File: config.mk
export PLATFORM = sky130hd
export DESIGN_NAME = msec_front_flat
export DESIGN_NICKNAME = d
export VERILOG_FILES = /design/src/rtl/msec_pkg.sv /design/src/rtl/msec_in_if.sv /design/src/rtl/msec_front.sv /design/src/flat_wrapper.sv
export SDC_FILE = /design/constraint.sdc
export NUM_CORES = 1
export LEC_CHECK = 0
export ABC_AREA = 1
export BUFFER_PORTS_ARGS = -buffer_cell sky130_fd_sc_hd__buf_2
export CAP_MARGIN = 20
export CORE_UTILIZATION = 35
export CTS_BUF_LIST = sky130_fd_sc_hd__clkbuf_8
export CTS_CLUSTER_DIAMETER = 80
export DETAILED_ROUTE_END_ITERATION = 8
export GPL_TIMING_DRIVEN = 1
export REMOVE_ABC_BUFFERS = 1
export SYNTH_ARGS = -nofsm -noshare
export SYNTH_HDL_FRONTEND = slang
export SYNTH_SLANG_ARGS = --single-unit
File: constraint.sdc
create_clock -name clk_i -period 8.2 [get_ports clk_i]
set_clock_uncertainty 0.1 [all_clocks]
set_input_delay 0.82 -clock clk_i [delete_from_list [all_inputs] [get_ports clk_i]]
set_output_delay 0.82 -clock clk_i [all_outputs]
set_load 0.1 [all_outputs]
File: src/rtl/msec_pkg.sv
package msec_pkg;

  localparam int PROGRAM_WORDS = 4096;
  localparam int DATA_WORDS    = 1024;
  localparam int DAW           = $clog2(DATA_WORDS);
  localparam int PC_W          = 13;
  localparam int LEN_W         = 16;
  localparam int NREG          = 32;

  localparam logic [1:0] CFG_PROGRAM_LENGTH = 2'd0;
  localparam logic [1:0] CFG_DATA_LENGTH    = 2'd1;

  localparam logic [5:0] OPC_SPECIAL = 6'd0;
  localparam logic [5:0] OPC_J       = 6'd2;
  localparam logic [5:0] OPC_BEQ     = 6'd4;
  localparam logic [5:0] OPC_BNE     = 6'd5;
  localparam logic [5:0] OPC_ADDIU   = 6'd9;
  localparam logic [5:0] OPC_LW      = 6'd35;
  localparam logic [5:0] OPC_SW      = 6'd43;

  localparam logic [5:0] FN_SYSCALL = 6'd12;
  localparam logic [5:0] FN_MFHI    = 6'd16;
  localparam logic [5:0] FN_MFLO    = 6'd18;
  localparam logic [5:0] FN_MULT    = 6'd24;
  localparam logic [5:0] FN_DIV     = 6'd26;
  localparam logic [5:0] FN_ADDU    = 6'd33;
  localparam logic [5:0] FN_SUBU    = 6'd35;
  localparam logic [5:0] FN_AND     = 6'd36;
  localparam logic [5:0] FN_OR      = 6'd37;
  localparam logic [5:0] FN_SLT     = 6'd42;

  localparam logic [31:0] SYS_PRINT = 32'd1;
  localparam logic [31:0] SYS_READ  = 32'd5;
  localparam logic [31:0] SYS_EXIT  = 32'd10;

  localparam logic [4:0] REG_ZERO = 5'd0;
  localparam logic [4:0] REG_V0   = 5'd2;
  localparam logic [4:0] REG_A0   = 5'd4;
  localparam logic [4:0] REG_GP   = 5'd28;

  typedef enum logic [1:0] {
    FUNC_LOAD    = 2'd0,
    FUNC_EXEC    = 2'd1,
    FUNC_RESTART = 2'd2,
    FUNC_NOP     = 2'd3
  } func_e;

  typedef enum logic [3:0] {
    ST_RUN    = 4'd0,
    ST_EXIT   = 4'd1,
    ST_PAST   = 4'd2,
    ST_DIVZ   = 4'd3,
    ST_TDATA  = 4'd4,
    ST_TILL   = 4'd5,
    ST_BADLD  = 4'd6,
    ST_BADST  = 4'd7,
    ST_BADENC = 4'd8
  } status_e;

  typedef enum logic [4:0] {
    OP_ADDU, OP_SUBU, OP_AND, OP_OR, OP_SLT, OP_DIV, OP_MULT, OP_MFHI, OP_MFLO,
    OP_SYSCALL, OP_ADDIU, OP_BEQ, OP_BNE, OP_J, OP_LW, OP_SW, OP_BAD,
    OP_LOADW, OP_RESTART, OP_NOP
  } op_e;

  typedef struct packed {
    op_e         op;
    logic [31:0] instruction;
    logic [31:0] read_value;
    logic [9:0]  data_index;
    logic [31:0] data_value;
  } cmd_t;

endpackage

File: src/rtl/msec_in_if.sv
interface msec_in_if;
  logic        valid;
  logic        ready;
  logic [1:0]  func;
  logic [31:0] instruction;
  logic signed [31:0] read_value;
  logic [9:0]  data_index;
  logic [31:0] data_value;

  modport source (output valid, func, instruction, read_value, data_index, data_value,
                  input ready);
  modport sink (input valid, func, instruction, read_value, data_index, data_value,
                output ready);
endinterface

File: src/rtl/msec_front.sv
module msec_front (
  input  logic          clk_i,
  input  logic          rst_ni,
  msec_in_if.sink       in_i,
  output logic          cmd_valid_o,
  output msec_pkg::cmd_t cmd_o,
  input  logic          cmd_pop_i
);
  import msec_pkg::*;

  cmd_t       mem_q [2];
  logic       wptr_q, rptr_q;
  logic [1:0] cnt_q;
  logic       push, pop;
  cmd_t       cmd_in;

  function automatic op_e classify(logic [1:0] f, logic [31:0] w);
    op_e o;
    o = OP_BAD;
    unique case (func_e'(f))
      FUNC_LOAD:    o = OP_LOADW;
      FUNC_RESTART: o = OP_RESTART;
      FUNC_NOP:     o = OP_NOP;
      FUNC_EXEC: begin
        unique case (w[31:26])
          OPC_SPECIAL: begin
            unique case (w[5:0])
              FN_ADDU:    o = OP_ADDU;
              FN_SUBU:    o = OP_SUBU;
              FN_AND:     o = OP_AND;
              FN_OR:      o = OP_OR;
              FN_SLT:     o = OP_SLT;
              FN_DIV:     o = OP_DIV;
              FN_MULT:    o = OP_MULT;
              FN_MFHI:    o = OP_MFHI;
              FN_MFLO:    o = OP_MFLO;
              FN_SYSCALL: o = OP_SYSCALL;
              default:    o = OP_BAD;
            endcase
          end
          OPC_ADDIU: o = OP_ADDIU;
          OPC_BEQ:   o = OP_BEQ;
          OPC_BNE:   o = OP_BNE;
          OPC_J:     o = OP_J;
          OPC_LW:    o = OP_LW;
          OPC_SW:    o = OP_SW;
          default:   o = OP_BAD;
        endcase
      end
      default: o = OP_NOP;
    endcase
    return o;
  endfunction

  assign in_i.ready  = (cnt_q != 2'd2);
  assign push        = in_i.valid && in_i.ready;
  assign cmd_valid_o = (cnt_q != 2'd0);
  assign pop         = cmd_pop_i && cmd_valid_o;
  assign cmd_o       = mem_q[rptr_q];

  always_comb begin
    cmd_in.op          = classify(in_i.func, in_i.instruction);
    cmd_in.instruction = in_i.instruction;
    cmd_in.read_value  = in_i.read_value;
    cmd_in.data_index  = in_i.data_index;
    cmd_in.data_value  = in_i.data_value;
  end

  always_ff @(posedge clk_i) begin
    if (push) begin
      mem_q[wptr_q] <= cmd_in;
    end
  end

  always_ff @(posedge clk_i or negedge rst_ni) begin
    if (!rst_ni) begin
      wptr_q <= 1'b0;
      rptr_q <= 1'b0;
      cnt_q  <= 2'd0;
    end else begin
      if (push) wptr_q <= ~wptr_q;
      if (pop)  rptr_q <= ~rptr_q;
      cnt_q <= cnt_q + {1'b0, push} - {1'b0, pop};
    end
  end
endmodule

File: src/flat_wrapper.sv
// flat-port wrapper written by rule: the top's interface ports become plain ports
module msec_front_flat import msec_pkg::*;
  (clk_i, rst_ni, cmd_valid_o, cmd_o, cmd_pop_i, in_i_valid, in_i_func, in_i_instruction, in_i_read_value, in_i_data_index, in_i_data_value, in_i_ready);
  msec_in_if in_i_i ();
  input  logic clk_i;
  input  logic rst_ni;
  output logic cmd_valid_o;
  output msec_pkg::cmd_t cmd_o;
  input  logic cmd_pop_i;
  input wire logic [$bits(in_i_i.valid)-1:0] in_i_valid;
  input wire logic [$bits(in_i_i.func)-1:0] in_i_func;
  input wire logic [$bits(in_i_i.instruction)-1:0] in_i_instruction;
  input wire logic [$bits(in_i_i.read_value)-1:0] in_i_read_value;
  input wire logic [$bits(in_i_i.data_index)-1:0] in_i_data_index;
  input wire logic [$bits(in_i_i.data_value)-1:0] in_i_data_value;
  output wire logic [$bits(in_i_i.ready)-1:0] in_i_ready;
  assign in_i_i.valid = in_i_valid;
  assign in_i_i.func = in_i_func;
  assign in_i_i.instruction = in_i_instruction;
  assign in_i_i.read_value = in_i_read_value;
  assign in_i_i.data_index = in_i_data_index;
  assign in_i_i.data_value = in_i_data_value;
  assign in_i_ready = in_i_i.ready;
  msec_front u_core (.clk_i(clk_i), .rst_ni(rst_ni), .in_i(in_i_i), .cmd_valid_o(cmd_valid_o), .cmd_o(cmd_o), .cmd_pop_i(cmd_pop_i));
endmodule
# Yosys cells after proc, flatten, opt, wreduce, memory -nomap -nowiden
# Memories as Yosys holds them, arrays and structs flattened.
# Index checks and enable logic that the tools add are counted.
[word_totals]
mem_count = 1
regBits = 4
wordCells = 38
out_inout_bits = 113
ramBits = 222
inputBits = 112
[classes]
n_mux = 5
bitwise = 2
eq_ne = 20
reduce_logical = 5
n_addsub = 2
[mem_list]
columns = ["memory", "words", "word_bits", "read_ports", "rd_clocked_by_memory_dff", "write_ports", "line", "source"]
rows = [
  ["u_core.mem_q", 2, 111, 1, 0, 1, "msec_front.sv:11", "cmd_t mem_q [2];"],
]
[ops]
columns = ["op", "n"]
rows = [
  ["case mux 5 bit (10 select lines)", 1],
  ["equality test 6 bit (second input constant)", 7],
  ["case mux 5 bit (7 select lines)", 1],
  ["equality test 6 x 5 -> 1 bit (second input constant)", 4],
  ["case mux 5 bit (4 select lines)", 1],
  ["equality test 6 x 3 -> 1 bit (second input constant)", 2],
  ["equality test 6 x 4 -> 1 bit (second input constant)", 2],
  ["equality test 6 x 2 -> 1 bit (second input constant)", 1],
  ["logical NOT 6 bit", 1],
  ["equality test 2 bit (second input constant)", 2],
  ["adder 2 x 1 -> 2 bit", 1],
  ["equality test 2 x 1 -> 1 bit (second input constant)", 1],
  ["logical AND 1 bit", 2],
  ["logical NOT 2 bit", 1],
  ["2-to-1 mux 1 bit", 2],
  ["!= test 2 bit (second input constant)", 1],
  ["NOT 1 bit", 2],
  ["nonzero test 2 bit", 1],
  ["subtractor 2 x 1 -> 2 bit", 1],
]

# Longest topological paths before layout
[depth]
ltp_word = 4
depth_mapped = 10
depth_no_buf = 10

# Worst setup path after synthesis
# OpenSTA, ideal clock, no wires.
[synth_timing]
path_kind = "register -> register"
from = "register u_core.cnt_q[1]"
to = "memory u_core.mem_q[1][0] in the netlist's numbering, enable pin"
path_slack_ns = 1.574
arrival_ns = 5.942
stages_incl_launch_ff = 4
t_required_ns = 7.516
period_less_slack_ns = 6.626
n_path_buf = 0
setup_ns = 0.584
cell_sequence = "dfrtp_1 nand2_1 nand2_1 nor2_1"
[synth_between]
elab_chain_cells = 4
[synth_lines]
columns = ["element", "line", "source"]
rows = [
  ["from (decl)", "msec_front.sv:13", "logic [1:0] cnt_q;"],
  ["from (signal assigned)", "msec_front.sv:83", "cnt_q <= cnt_q + {1'b0, push} - {1'b0, pop};"],
  ["!= test 2 bit", "msec_front.sv:55", "assign in_i.ready = (cnt_q != 2'd2);"],
  ["net in_i_ready", "flat_wrapper.sv:16", "output wire logic [$bits(in_i_i.ready)-1:0] in_i_ready;"],
  ["logical AND 1 bit", "msec_front.sv:56", "assign push = in_i.valid && in_i.ready;"],
  ["2-to-1 mux 1 bit", "msec_front.sv:70", "if (push) begin"],
  ["2-to-1 mux 1 bit (not written as such)", "msec_front.sv:71", "mem_q[wptr_q] <= cmd_in;"],
  ["to (decl)", "msec_front.sv:11", ""],
]
# The timed path passes the listed nets, and every way through them passes these cells.

==> flow_summary.json <==
{
  "status": "finished, final reports clean",
  "endpoint_kind": "primary output",
  "synthXorXnorAreaFrac_pct": 0.3048,
  "synth_area_um2": 8621,
  "worstSetupStartpointType": "flip-flop",
  "critPathMaxFanout": 69,
  "rows": 57,
  "dieArea_um2": 25260,
  "grt_usage_pct": 14.09,
  "root_buffer": "clkbuf_8",
  "synthSimpleGateAreaFrac_pct": 18.14,
  "layout_min_cycle_time_ns": 4.104,
  "overflow": 0,
  "yosysWarningCount": 0,
  "via_count": 5572,
  "synth_compound_area_share_pct": 0.4499,
  "setup_viol": 0,
  "hold_class": "in -> reg",
  "clk_pin_slew_ns": 0.06,
  "h-tree-depth": 2,
  "relSlewSlack_pct": 36.61,
  "numClockSinks": 226,
  "grt_pass1_wl_mm": 27.68,
  "area_growth_syn_to_layout_pct": 24.78,
  "fin_crit_sh_pct": 50.05,
  "ys_seq_elements": 226,
  "cp.required_ns": 7.28,
  "place_congestion": 0.7662,
  "fin_ws_ns": 4.096,
  "totalWireLength_mm": 18.07,
  "drv_slew": 0,
  "wl_per_cell_um": 14.05,
  "avgSynthCellArea_um2": 12.53,
  "max_freq_mhz": 243.7,
  "rsz0062_at_grt": "no",
  "antenna_found_initial": 2,
  "cap_violations": 0,
  "drc": 0,
  "fin_tns_setup_ns": 0,
  "dr.pass1.iters": 4,
  "synthAdderAreaFrac_pct": 0.2903,
  "synth_top_family_by_area": "simple AND/OR/NAND/NOR gates",
  "worstPathArrival_ns": 3.18,
  "layout_common_cells": "nand2_1, buf_2, edfxtp_1",
  "path_class": "reg -> out",
  "hold_violations": 0,
  "clock_path_buffers": 3,
  "ys_types": 24,
  "worst_pin_slew_ns": 0.9508,
  "ctsResizeCount": 0,
  "core_region_area_um2": 24250,
  "insertion_delay_ns": 0.50,
  "synthCells": 688,
  "drive_above_1_share_pct": 29.55,
  "final_common_cell": "nand2_1",
  "yosysSeqAreaShare_pct": 78.49,
  "grt_max_degree": 70,
  "drt_iter0_drc": 280,
  "ant_nets": 0,
  "grt_pass1_vias": 5227,
  "port_buffers": 224,
  "muxShareOfSynthArea_pct": 0,
  "chipWidth_um": 158.9,
  "start_util_pct": 35.55,
  "dieHeight_um": 158.9,
  "cts_tree": "yes",
  "dp_hpwl_mm": 11.26,
  "whs_ns": 0.3931,
  "vias_per_cell": 4.333,
  "place_ws_ns": 4.559,
  "cts_setup_buffers": 0,
  "ios": 225,
  "cts_buffers": 38,
  "nets": 1049
}
## what timing repair did
action,4_1_cts,5_1_grt
hold buffers,1,0
endpoints found under the setup margin,0,0
endpoints found under the hold margin,4,0
## synth_stat cells (all sizes together)
library cell	number	share of area (%)
nand2	359	16
edfxtp	222	77
inv	23	1.0
nor2	23	1.2
buf	20	1.1
nand3	16	0.99
a21oi	4	0.23
clkbuf	4	0.17
dfrtp	4	1.2
o21ai	3	0.22
ha	2	0.29
nor3	2	0.12
xnor2	2	0.20
and3	1	0.073
nand3b	1	0.087
or2	1	0.073
xor2	1	0.10
## state kept, by name, summed over array words and instances (netlist names)
name           count
u_core.cnt_q       2
u_core.rptr_q      1
u_core.wptr_q      1
u_core.mem_q     222
## per-stage QoR
stage               std cells  util [%]  cell area, um2
floorplan                 664         -            8507
global placement         1218     41.65           10100
detailed placement       1218     41.65           10100
CTS                      1285     44.35           10750
global route             1285     44.35           10750
finish                   1286     44.36           10760
## worst max-delay path, stage by stage, from the launching register on
cell and delay, ns:
dfrtp_4 0.71, inv_4 0.47, buf_4 0.69, nand2_1 0.10, nand2_1 0.13, buf_2 0.44
## final cells by class
cell class,instances,area [um2]
well taps,324,405.4
flip-flops and latches,226,6770
clock inverters,27,107.6
diodes,1,2.502
repair buffers,231,1176
fillers,2255,13490
inverters,23,88.84
clock buffers,39,536.8
multi-input cells,415,1669
## final timing paths
check                              startpoint             endpoint  slack [ns]  cells past startpoint
hold / removal             in_i_read_value[9]  u_core.mem_q[1][51]        0.39                      1
hold reg to reg                 u_core.wptr_q        u_core.wptr_q        0.48                      2
min in group asynchronous              rst_ni        u_core.wptr_q        0.55                      2
setup / recovery                u_core.rptr_q            cmd_o[68]        4.10                      5
max in group asynchronous              rst_ni        u_core.rptr_q        7.32                      2
setup reg to reg                u_core.rptr_q        u_core.rptr_q        5.80                      3
## per-layer routing
metal / part of all wire, % / routed length (um) / global-route usage (%) / vias up
met1: 43 / 7756 / 18.05 / 2550
met4: 2.4 / 434 / 5.332 / 2
met2: 48 / 8645 / 22.85 / 182
met5: 0.044 / 8 / 0 / -
li1: - / - / - / 2799
met3: 6.8 / 1220 / 3.881 / 39
## cell families (layout without fill, tap and decap cells)
logic type                 Yosys count  count (layout)
adders and majority gates            2               2
AOI/OAI and AO/OA                    7               7
DFF                                226             226
and+or+nand+nor                    403             403
buffers and inverters               47             320
other                                0               1
xor gates and xnor gates             3               3
Power is left out: the tool's default activity adds up to more than one toggle a clock period on the data nets, which glitch-free logic cannot reach.
